===== config.mk =====
export PLATFORM = sky130hd
export DESIGN_NAME = utf8_to_utf16_stream_decoder_flat
export DESIGN_NICKNAME = d
export VERILOG_FILES = /design/src/rtl/u8u16_pkg.sv /design/src/rtl/u8u16_if.sv /design/src/rtl/u8u16_dec.sv /design/src/rtl/utf8_to_utf16_stream_decoder.sv /design/src/flat_wrapper.sv
export SDC_FILE = /design/constraint.sdc
export NUM_CORES = 1
export LEC_CHECK = 0
export BUFFER_PORTS_ARGS = -buffer_cell sky130_fd_sc_hd__buf_4
export CAP_MARGIN = 5
export CORE_MARGIN = 5
export CORE_UTILIZATION = 30
export DETAILED_ROUTE_END_ITERATION = 10
export GPL_TIMING_DRIVEN = 0
export PLACE_DENSITY = 0.48
export SLEW_MARGIN = 20
export SYNTH_ARGS = -nofsm -noshare
export SYNTH_HDL_FRONTEND = slang
export SYNTH_SLANG_ARGS = --single-unit

===== constraint.sdc =====
create_clock -name i_clk -period 17.5 [get_ports i_clk]
set_clock_uncertainty 0.1 [all_clocks]
set_input_delay 1.75 -clock i_clk [delete_from_list [all_inputs] [get_ports i_clk]]
set_output_delay 1.75 -clock i_clk [all_outputs]
set_load 0.03 [all_outputs]

===== src/rtl/u8u16_pkg.sv =====
`default_nettype none

package u8u16_pkg;

    // field widths
    localparam int BYTE_W  = 8;
    localparam int UNIT_W  = 16;
    localparam int CP_W    = 21;
    localparam int REM_W   = 2;

    // result queue depth: one waiting result plus the most one byte can give
    localparam int MAX_RES = 3;
    localparam int Q_DEPTH = 4;
    localparam int Q_CNT_W = 3;

    // decode constants
    localparam logic [UNIT_W-1:0] MIN_SIZE     = 16'd2;
    localparam logic [UNIT_W-1:0] SIZE_RESET   = 16'hFFFF;
    localparam logic [CP_W-1:0]   SUPPLEMENTAL = 21'h10000;
    localparam logic [UNIT_W-1:0] HI_SURR_BASE = 16'hD800;
    localparam logic [UNIT_W-1:0] LO_SURR_BASE = 16'hDC00;

    // one result transaction
    typedef struct packed {
        logic [UNIT_W-1:0] code_unit;
        logic              is_terminator;
        logic [UNIT_W-1:0] unit_count;
    } t_res;

    // results produced by one byte
    typedef struct packed {
        logic [1:0]              cnt;
        t_res [MAX_RES-1:0]      res;
    } t_dec_out;

endpackage

`default_nettype wire


===== src/rtl/u8u16_if.sv =====
`default_nettype none

// input byte channel
interface u8u16_byte_if import u8u16_pkg::*; ();
    logic              valid;
    logic              ready;
    logic [BYTE_W-1:0] in_byte;

    modport source (output valid, output in_byte, input ready);
    modport sink   (input valid, input in_byte, output ready);
endinterface

// result channel
interface u8u16_unit_if import u8u16_pkg::*; ();
    logic              valid;
    logic              ready;
    logic [UNIT_W-1:0] code_unit;
    logic              is_terminator;
    logic [UNIT_W-1:0] unit_count;

    modport source (output valid, output code_unit, output is_terminator,
                    output unit_count, input ready);
    modport sink   (input valid, input code_unit, input is_terminator,
                    input unit_count, output ready);
endinterface

// configuration write channel
interface u8u16_cfg_if import u8u16_pkg::*; ();
    logic              valid;
    logic              ready;
    logic [UNIT_W-1:0] buffer_size;

    modport source (output valid, output buffer_size, input ready);
    modport sink   (input valid, input buffer_size, output ready);
endinterface

`default_nettype wire


===== src/rtl/u8u16_dec.sv =====
`default_nettype none

module u8u16_dec import u8u16_pkg::*; (
    input  wire logic              i_clk,
    input  wire logic              i_rst_n,
    u8u16_cfg_if.sink              i_cfg,
    input  wire logic [BYTE_W-1:0] i_byte,
    input  wire logic              i_take,
    output t_dec_out               o_dec
);

    logic [UNIT_W-1:0] r_bs;
    logic [REM_W-1:0]  r_rem, n_rem;
    logic [CP_W-1:0]   r_cp, n_cp;
    logic              r_four, n_four;
    logic [UNIT_W-1:0] r_uw, n_uw;

    logic [UNIT_W-1:0] limit;
    logic [CP_W-1:0]   merged;
    logic [CP_W-1:0]   e_cp;
    logic              e_four;
    logic              emit;
    logic              term;
    logic              pair;
    logic [CP_W-1:0]   v;
    logic [1:0]        e_n;
    logic [UNIT_W-1:0] uw_after;
    t_res              term_res;

    assign i_cfg.ready = 1'b1;

    // buffer size register
    always_ff @(posedge i_clk) begin
        if (!i_rst_n) begin
            r_bs <= SIZE_RESET;
        end else if (i_cfg.valid) begin
            r_bs <= i_cfg.buffer_size;
        end
    end

    // sequence state
    always_ff @(posedge i_clk) begin
        if (!i_rst_n) begin
            r_rem  <= '0;
            r_cp   <= '0;
            r_four <= 1'b0;
            r_uw   <= '0;
        end else if (i_take) begin
            r_rem  <= n_rem;
            r_cp   <= n_cp;
            r_four <= n_four;
            r_uw   <= n_uw;
        end
    end

    // continuation merge at the slot picked by the remaining count
    always_comb begin
        case (r_rem)
            2'd3:    merged = r_cp | {3'b0, i_byte[5:0], 12'b0};
            2'd2:    merged = r_cp | {9'b0, i_byte[5:0], 6'b0};
            default: merged = r_cp | {15'b0, i_byte[5:0]};
        endcase
    end

    // byte decode and next state
    always_comb begin
        n_rem    = r_rem;
        n_cp     = r_cp;
        n_four   = r_four;
        n_uw     = r_uw;
        emit     = 1'b0;
        term     = 1'b0;
        e_cp     = r_cp;
        e_four   = r_four;
        limit    = ((r_bs < MIN_SIZE) ? MIN_SIZE : r_bs) - MIN_SIZE;

        if (i_byte == '0) begin
            // end of string, flush any open sequence
            emit = (r_rem != '0);
            term = 1'b1;
        end else if (r_rem != '0) begin
            e_cp  = merged;
            n_cp  = merged;
            n_rem = r_rem - 2'd1;
            emit  = (r_rem == 2'd1);
        end else if (r_uw < limit) begin
            if (!i_byte[7]) begin
                emit   = 1'b1;
                e_cp   = {13'b0, i_byte};
                e_four = 1'b0;
            end else if (i_byte[7:5] == 3'b110) begin
                n_cp   = {10'b0, i_byte[4:0], 6'b0};
                n_four = 1'b0;
                n_rem  = 2'd1;
            end else if (i_byte[7:4] == 4'b1110) begin
                n_cp   = {5'b0, i_byte[3:0], 12'b0};
                n_four = 1'b0;
                n_rem  = 2'd2;
            end else if (i_byte[7:3] == 5'b11110) begin
                n_cp   = {i_byte[2:0], 18'b0};
                n_four = 1'b1;
                n_rem  = 2'd3;
            end
        end

        pair     = emit && e_four && (e_cp >= SUPPLEMENTAL);
        v        = e_cp - SUPPLEMENTAL;
        e_n      = emit ? (pair ? 2'd2 : 2'd1) : 2'd0;
        uw_after = r_uw + {14'b0, e_n};

        if (emit) begin
            n_uw   = uw_after;
            n_rem  = '0;
            n_cp   = '0;
            n_four = 1'b0;
        end
        if (term) begin
            n_uw   = '0;
            n_rem  = '0;
            n_cp   = '0;
            n_four = 1'b0;
        end

        // pack the results in order
        term_res.code_unit     = '0;
        term_res.is_terminator = 1'b1;
        term_res.unit_count    = uw_after;

        o_dec.res = '0;
        if (pair) begin
            o_dec.res[0].code_unit = HI_SURR_BASE + {5'b0, v[20:10]};
            o_dec.res[1].code_unit = LO_SURR_BASE + {6'b0, v[9:0]};
        end else begin
            o_dec.res[0].code_unit = e_cp[UNIT_W-1:0];
        end
        if (term) begin
            o_dec.res[e_n] = term_res;
        end
        o_dec.cnt = e_n + {1'b0, term};
    end

endmodule

`default_nettype wire


===== src/rtl/utf8_to_utf16_stream_decoder.sv =====
// channel   | dir | payload                                  | accepted when
// ----------+-----+------------------------------------------+--------------------------
// i_in      | in  | in_byte[7:0]                             | i_in.valid & i_in.ready
// o_out     | out | code_unit[15:0], is_terminator,          | o_out.valid & o_out.ready
//           |     | unit_count[15:0]                         |
// i_cfg     | in  | buffer_size[15:0]                        | i_cfg.valid & i_cfg.ready
//
// one byte is decoded in the cycle it is accepted; its zero to three results enter a
// four-entry result queue. while o_out is ready, results leave one per cycle and a byte
// per cycle is sustained while each byte gives at most one result. input ready is high
// while the queue holds at most one result. i_cfg is always ready. synchronous active-low
// reset clears the queue and the sequence state and sets buffer_size to 65535.
`default_nettype none

module utf8_to_utf16_stream_decoder import u8u16_pkg::*; (
    input  wire logic i_clk,
    input  wire logic i_rst_n,
    u8u16_byte_if.sink    i_in,
    u8u16_unit_if.source  o_out,
    u8u16_cfg_if.sink     i_cfg
);

    t_dec_out           dec;
    logic               take;
    logic               pop;
    logic [Q_CNT_W-1:0] base;
    logic [Q_CNT_W-1:0] j;
    t_res               r_slot [Q_DEPTH];
    t_res               n_slot [Q_DEPTH];
    logic [Q_CNT_W-1:0] r_n, n_n;

    assign i_in.ready = (r_n <= Q_CNT_W'(1));
    assign take       = i_in.valid && i_in.ready;
    assign pop        = (r_n != '0) && o_out.ready;
    assign base       = r_n - {{(Q_CNT_W-1){1'b0}}, pop};

    u8u16_dec u_dec (
        .i_clk   (i_clk),
        .i_rst_n (i_rst_n),
        .i_cfg   (i_cfg),
        .i_byte  (i_in.in_byte),
        .i_take  (take),
        .o_dec   (dec)
    );

    // queue shift on pop and fill behind the remaining entries
    always_comb begin
        for (int i = 0; i < Q_DEPTH; i++) begin
            n_slot[i] = r_slot[i];
        end
        if (pop) begin
            for (int i = 0; i < Q_DEPTH - 1; i++) begin
                n_slot[i] = r_slot[i+1];
            end
        end
        j = '0;
        for (int i = 0; i < Q_DEPTH; i++) begin
            j = Q_CNT_W'(i) - base;
            if (take && (Q_CNT_W'(i) >= base) && (j < {1'b0, dec.cnt})) begin
                n_slot[i] = dec.res[j[1:0]];
            end
        end
        n_n = base + (take ? {1'b0, dec.cnt} : '0);
    end

    // queue payload
    always_ff @(posedge i_clk) begin
        for (int i = 0; i < Q_DEPTH; i++) begin
            r_slot[i] <= n_slot[i];
        end
    end

    // queue fill count
    always_ff @(posedge i_clk) begin
        if (!i_rst_n) begin
            r_n <= '0;
        end else begin
            r_n <= n_n;
        end
    end

    // head of queue drives the result channel
    assign o_out.valid         = (r_n != '0);
    assign o_out.code_unit     = r_slot[0].code_unit;
    assign o_out.is_terminator = r_slot[0].is_terminator;
    assign o_out.unit_count    = r_slot[0].unit_count;

endmodule

`default_nettype wire

===== src/flat_wrapper.sv =====
// flat-port wrapper written by rule: the top's interface ports become plain ports
module utf8_to_utf16_stream_decoder_flat import u8u16_pkg::*;
  (i_clk, i_rst_n, i_in_valid, i_in_in_byte, i_in_ready, o_out_valid, o_out_code_unit, o_out_is_terminator, o_out_unit_count, o_out_ready, i_cfg_valid, i_cfg_buffer_size, i_cfg_ready);
  u8u16_byte_if i_in_i ();
  u8u16_unit_if o_out_i ();
  u8u16_cfg_if i_cfg_i ();
  input  wire logic i_clk;
  input  wire logic i_rst_n;
  input wire logic [$bits(i_in_i.valid)-1:0] i_in_valid;
  input wire logic [$bits(i_in_i.in_byte)-1:0] i_in_in_byte;
  output wire logic [$bits(i_in_i.ready)-1:0] i_in_ready;
  output wire logic [$bits(o_out_i.valid)-1:0] o_out_valid;
  output wire logic [$bits(o_out_i.code_unit)-1:0] o_out_code_unit;
  output wire logic [$bits(o_out_i.is_terminator)-1:0] o_out_is_terminator;
  output wire logic [$bits(o_out_i.unit_count)-1:0] o_out_unit_count;
  input wire logic [$bits(o_out_i.ready)-1:0] o_out_ready;
  input wire logic [$bits(i_cfg_i.valid)-1:0] i_cfg_valid;
  input wire logic [$bits(i_cfg_i.buffer_size)-1:0] i_cfg_buffer_size;
  output wire logic [$bits(i_cfg_i.ready)-1:0] i_cfg_ready;
  assign i_in_i.valid = i_in_valid;
  assign i_in_i.in_byte = i_in_in_byte;
  assign i_in_ready = i_in_i.ready;
  assign o_out_valid = o_out_i.valid;
  assign o_out_code_unit = o_out_i.code_unit;
  assign o_out_is_terminator = o_out_i.is_terminator;
  assign o_out_unit_count = o_out_i.unit_count;
  assign o_out_i.ready = o_out_ready;
  assign i_cfg_i.valid = i_cfg_valid;
  assign i_cfg_i.buffer_size = i_cfg_buffer_size;
  assign i_cfg_ready = i_cfg_i.ready;
  utf8_to_utf16_stream_decoder u_core (.i_clk(i_clk), .i_rst_n(i_rst_n), .i_in(i_in_i), .o_out(o_out_i), .i_cfg(i_cfg_i));
endmodule

==> metrics.csv <==
stage,metric,value,unit
detailed_routing,drt pass-1 iters,5,
power_and_ir_drop,pwr/cell area,159.9,nW/um^2
sta,fin crit share,58.03,%
sta,max_slew headroom,34.14,%
power_and_ir_drop,P_sw,0.0008284,W
detailed_routing,via density per instance,5.296,
placement,Placed Cells,1616,
placement,port bufs,59,
synthesis,Synth cell types,81,
synthesis,Synth top area share,37.16,%
worst_setup_path,CP max FO,10,
worst_setup_path,CP peak stage delay,0.92,ns
worst_setup_path,Reg-to-Reg Start,u_core.u_dec.r_bs[3],
min_path,hold path start,u_core.u_dec.r_cp[5],
floorplanning,initial core utilization,30.21,%
placement,area post-placement,11770,sq um
cts,TritonCTS clock tree,yes,
min_path,hold endpoint,u_core.u_dec.r_cp[5],
cts,clk root buf,clkbuf_16,
sta,RSZ-0062 raised after global routing,no,
power_and_ir_drop,Leak,4.450,nW
final_layout,design area,12380,sq um
min_path,Hold Crit Class,reg -> reg,
placement,Placer Congestion,0.9050,
floorplanning,FP Rows,69,
floorplanning,# IOs,65,
worst_setup_path,Critical R2R Capture,u_core.r_slot[1][21],
worst_setup_path,CP max-delay cell,a2111oi_2,
cts,clk buf depth,2,
synthesis,top post-synthesis cells by area,"edfxtp_1, dfxtp_1, nand2_1",
worst_setup_path,CP most frequent cell,ha_1,
cts,Num CTS Buffers,17,
cts,"Reg clk slew, reported paths",0.07,ns
detailed_routing,WL/cell,19.85,um
synthesis,"flops & latches, synth",191,
worst_setup_path,critical path launch point type,flop,
power_and_ir_drop,clock network fraction of design power,21.0,%
synthesis,Syn Inst Count,1089,
sta,setup_tns,0,ns
global_routing,pin count of the biggest net entering global routing,34,
flow_run,Max-Cap Viols,0,
synthesis,Post-Syn Area per Cell,9.795,sq um
power_and_ir_drop,Max VDD drop,0.09217,mV
power_and_ir_drop,Switching Share,41.85,%
synthesis,Mapped Nets,1155,
global_routing,first-pass GRT wire length,50910,um
sta,Slew @ Worst Pin,0.9860,ns
worst_setup_path,critical path endpoint category,flop,
worst_setup_path,CP Data Arrival Time,10.34,ns
final_layout,share of layout cells above drive strength 1,12.06,%
sta,final setup fails,0,
sta,count of final max-slew check failures,0,
detailed_routing,total number of vias,8722,
cts,Max H-tree Level,4,
synthesis,synth warn,0,
synthesis,register area share after synthesis,48.23,%
worst_setup_path,Worst EP required,17.68,ns
floorplanning,Die ar.,39430,sq um
final_layout,nets,1240,
worst_setup_path,R2R Setup Slk,7.35,ns
detailed_routing,Routed WL,32690,um
synthesis,Synth area leader,edfxtp_1,
power_and_ir_drop,Final Total Pwr,0.001980,W
floorplanning,width of the die,198.6,um
final_layout,FILL cells,3626,
global_routing,initial antenna violation count,0,
global_routing,Total Routing Usage GR,16.67,%
worst_setup_path,reg2reg path depth,37,
synthesis,Post-Syn Area,10670,sq um
detailed_routing,Antenna Nets Post-Route,0,
power_and_ir_drop,combinational share of power,42.4,%
sta,min Tclk post-route,10.15,ns
floorplanning,CORE AREA,35310,sq um
global_routing,GRT overflow,0,
global_routing,number of global-route vias before repair,8432,
floorplanning,die height,198.6,um
placement,DP HPWL,24980,um
status,outcome,"complete, no violations",
synthesis,number of enable flip-flop cells after synthesis,132,
detailed_routing,First DRT Iteration DRCs,684,
cts,clk sinks,191,
synthesis,Post-synth ARST share,0,%
cts,post_cts resized,0,
detailed_routing,DRC errors left,0,
power_and_ir_drop,P_int,0.001151,W
cts,Setup Buffers After CTS,0,
sta,Fmax achieved,98.47,MHz
synthesis,Synth Flop Type,edfxtp_1,
final_layout,Layout area overhead,16.08,%
cts,Clock Latency Late Sink,0.45,ns
power_and_ir_drop,Flop pwr share,36.6,%
final_layout,ANT cells,0,
cts,cts hold-fix bufs,0,
sta,final hold viol count,0,
min_path,worst hold stages,1,
worst_setup_path,Crit Path Category,reg -> reg,
final_layout,Finished Layout Cells,1647,
==> logic make-up (layout without fill, tap and decap cells) <==
| kind of cell | Yosys count | after routing | share of synthesized area [%] |
|---|---|---|---|
| and+or+nand+nor | 413 | 413 | 18.05 |
| AOI/OAI and AO/OA | 296 | 296 | 20.19 |
| adders and majority gates | 37 | 37 | 4.481 |
| xor gates and xnor gates | 32 | 32 | 2.628 |
| buffers and inverters | 91 | 188 | 3.730 |
| muxes | 28 | 28 | 2.651 |
| DFF | 191 | 191 | 48.23 |
| other | 1 | 1 | 0.03516 |
==> layer usage <==
layer  GRT usage [%]  wire [um]  up-vias
li1                -          -     4261
met1           24.09      15790     4150
met2           25.33      14300      270
met3           3.320       1913       41
met4           4.939        682        0
met5               0          0        -
==> metrics by stage <==
stage	worst slack (ns)	util [%]	hold slack, ns
after detailed placement	7.441	33.32	0.3627
after global placement	4.337	33.10	0.3606
final	7.345	35.07	0.3882
after floorplan	7.562	-	0.3408
after CTS	7.410	35.07	0.3873
after global routing	6.544	35.07	0.4106
==> final cells by class <==
class / instances / area [sq um] / area share [%]
Clock inverter: 14 / 191.4 / 1.546
Timing Repair Buffer: 66 / 508.0 / 4.103
Tap cell: 461 / 576.8 / 4.658
Multi-Input combinational cell: 807 / 5137 / 41.49
Sequential cell: 191 / 5145 / 41.55
Clock buffer: 17 / 425.4 / 3.436
Inverter: 21 / 86.33 / 0.6973
Buffer: 70 / 311.5 / 2.516
==> synthesized netlist by cell type, drive strengths merged (3+ instances only) <==
cell type,count
nand2,185
edfxtp,132
nor2,69
o21ai,61
dfxtp,59
clkbuf,54
a21oi,44
o31ai,37
ha,35
nor3,32
mux2i,26
nand3,26
a21boi,19
inv,19
xnor2,18
a211oi,16
and3,16
buf,16
or3,16
a31oi,14
xor2,14
nor2b,13
o221ai,13
and2,12
nor4,12
a22oi,10
nand4,10
o22ai,10
a221o,8
o21a,8
a21o,7
nand2b,7
a22o,6
or4,6
a31o,5
a41oi,5
a32oi,4
nand4b,4
o211ai,4
a221oi,3
o32ai,3
==> how the worst max path moves through the flow <==
stage / slack [ns] / to / cells after the start / startpoint
after floorplan: 7.56 / u_core.r_slot[3][0] / 33 / u_core.u_dec.r_bs[3]
after global placement: 4.34 / u_core.r_slot[3][9] / 33 / u_core.u_dec.r_bs[3]
after detailed placement: 7.44 / u_core.r_slot[1][21] / 37 / u_core.u_dec.r_bs[3]
after CTS: 7.41 / u_core.r_slot[1][21] / 37 / u_core.u_dec.r_bs[3]
after global routing: 6.54 / u_core.r_slot[1][21] / 37 / u_core.u_dec.r_bs[3]
final: 7.35 / u_core.r_slot[1][21] / 37 / u_core.u_dec.r_bs[3]
==> layout by cell type, fill, tap and decap left out, types with 14 or more instances in the layout <==
cell	instances
nor2_1	69
a211oi_1	16
buf_4	62
inv_1	18
clkbuf_16	17
nand2_1	181
o31ai_1	37
xnor2_1	18
dfxtp_1	59
or3_1	16
nand3_1	25
o21ai_0	57
clkbuf_1	54
and3_1	15
edfxtp_1	132
a21oi_1	42
mux2i_1	26
nor3_1	32
ha_1	35
xor2_1	14
a21boi_0	19
==> power by group through the flow <==
stage / clock, W / sequential (W) / combinational, W
after floorplan: 0 / 0.000811 / 0.000458
after global placement: 0 / 0.000744 / 0.000806
after detailed placement: 0 / 0.000735 / 0.000837
after CTS: 0.000426 / 0.000725 / 0.000840
after global routing: 0.000443 / 0.000738 / 0.000913
final: 0.000417 / 0.000724 / 0.000839
==> flip-flops by register name, indices dropped and copies added, names as in the netlist <==
name,cells
u_core.u_dec.r_uw,16
u_core.r_slot,132
u_core.r_n,3
u_core.u_dec.r_bs,16
u_core.u_dec.r_rem,2
u_core.u_dec.r_cp,21
u_core.u_dec.r_four,1
==> worst max-delay path, delay by kind of cell (launching register included) <==
| family | cells | cell delay (ns) |
|---|---|---|
| flops | 1 | 0.36 |
| fa+ha+maj | 5 | 1.24 |
| simple gates | 17 | 4.03 |
| xor+xnor | 2 | 0.63 |
| buf+inv | 4 | 0.67 |
| compound gates | 8 | 2.56 |
| mux | 1 | 0.37 |
Power figures use the tool's default switching activity.
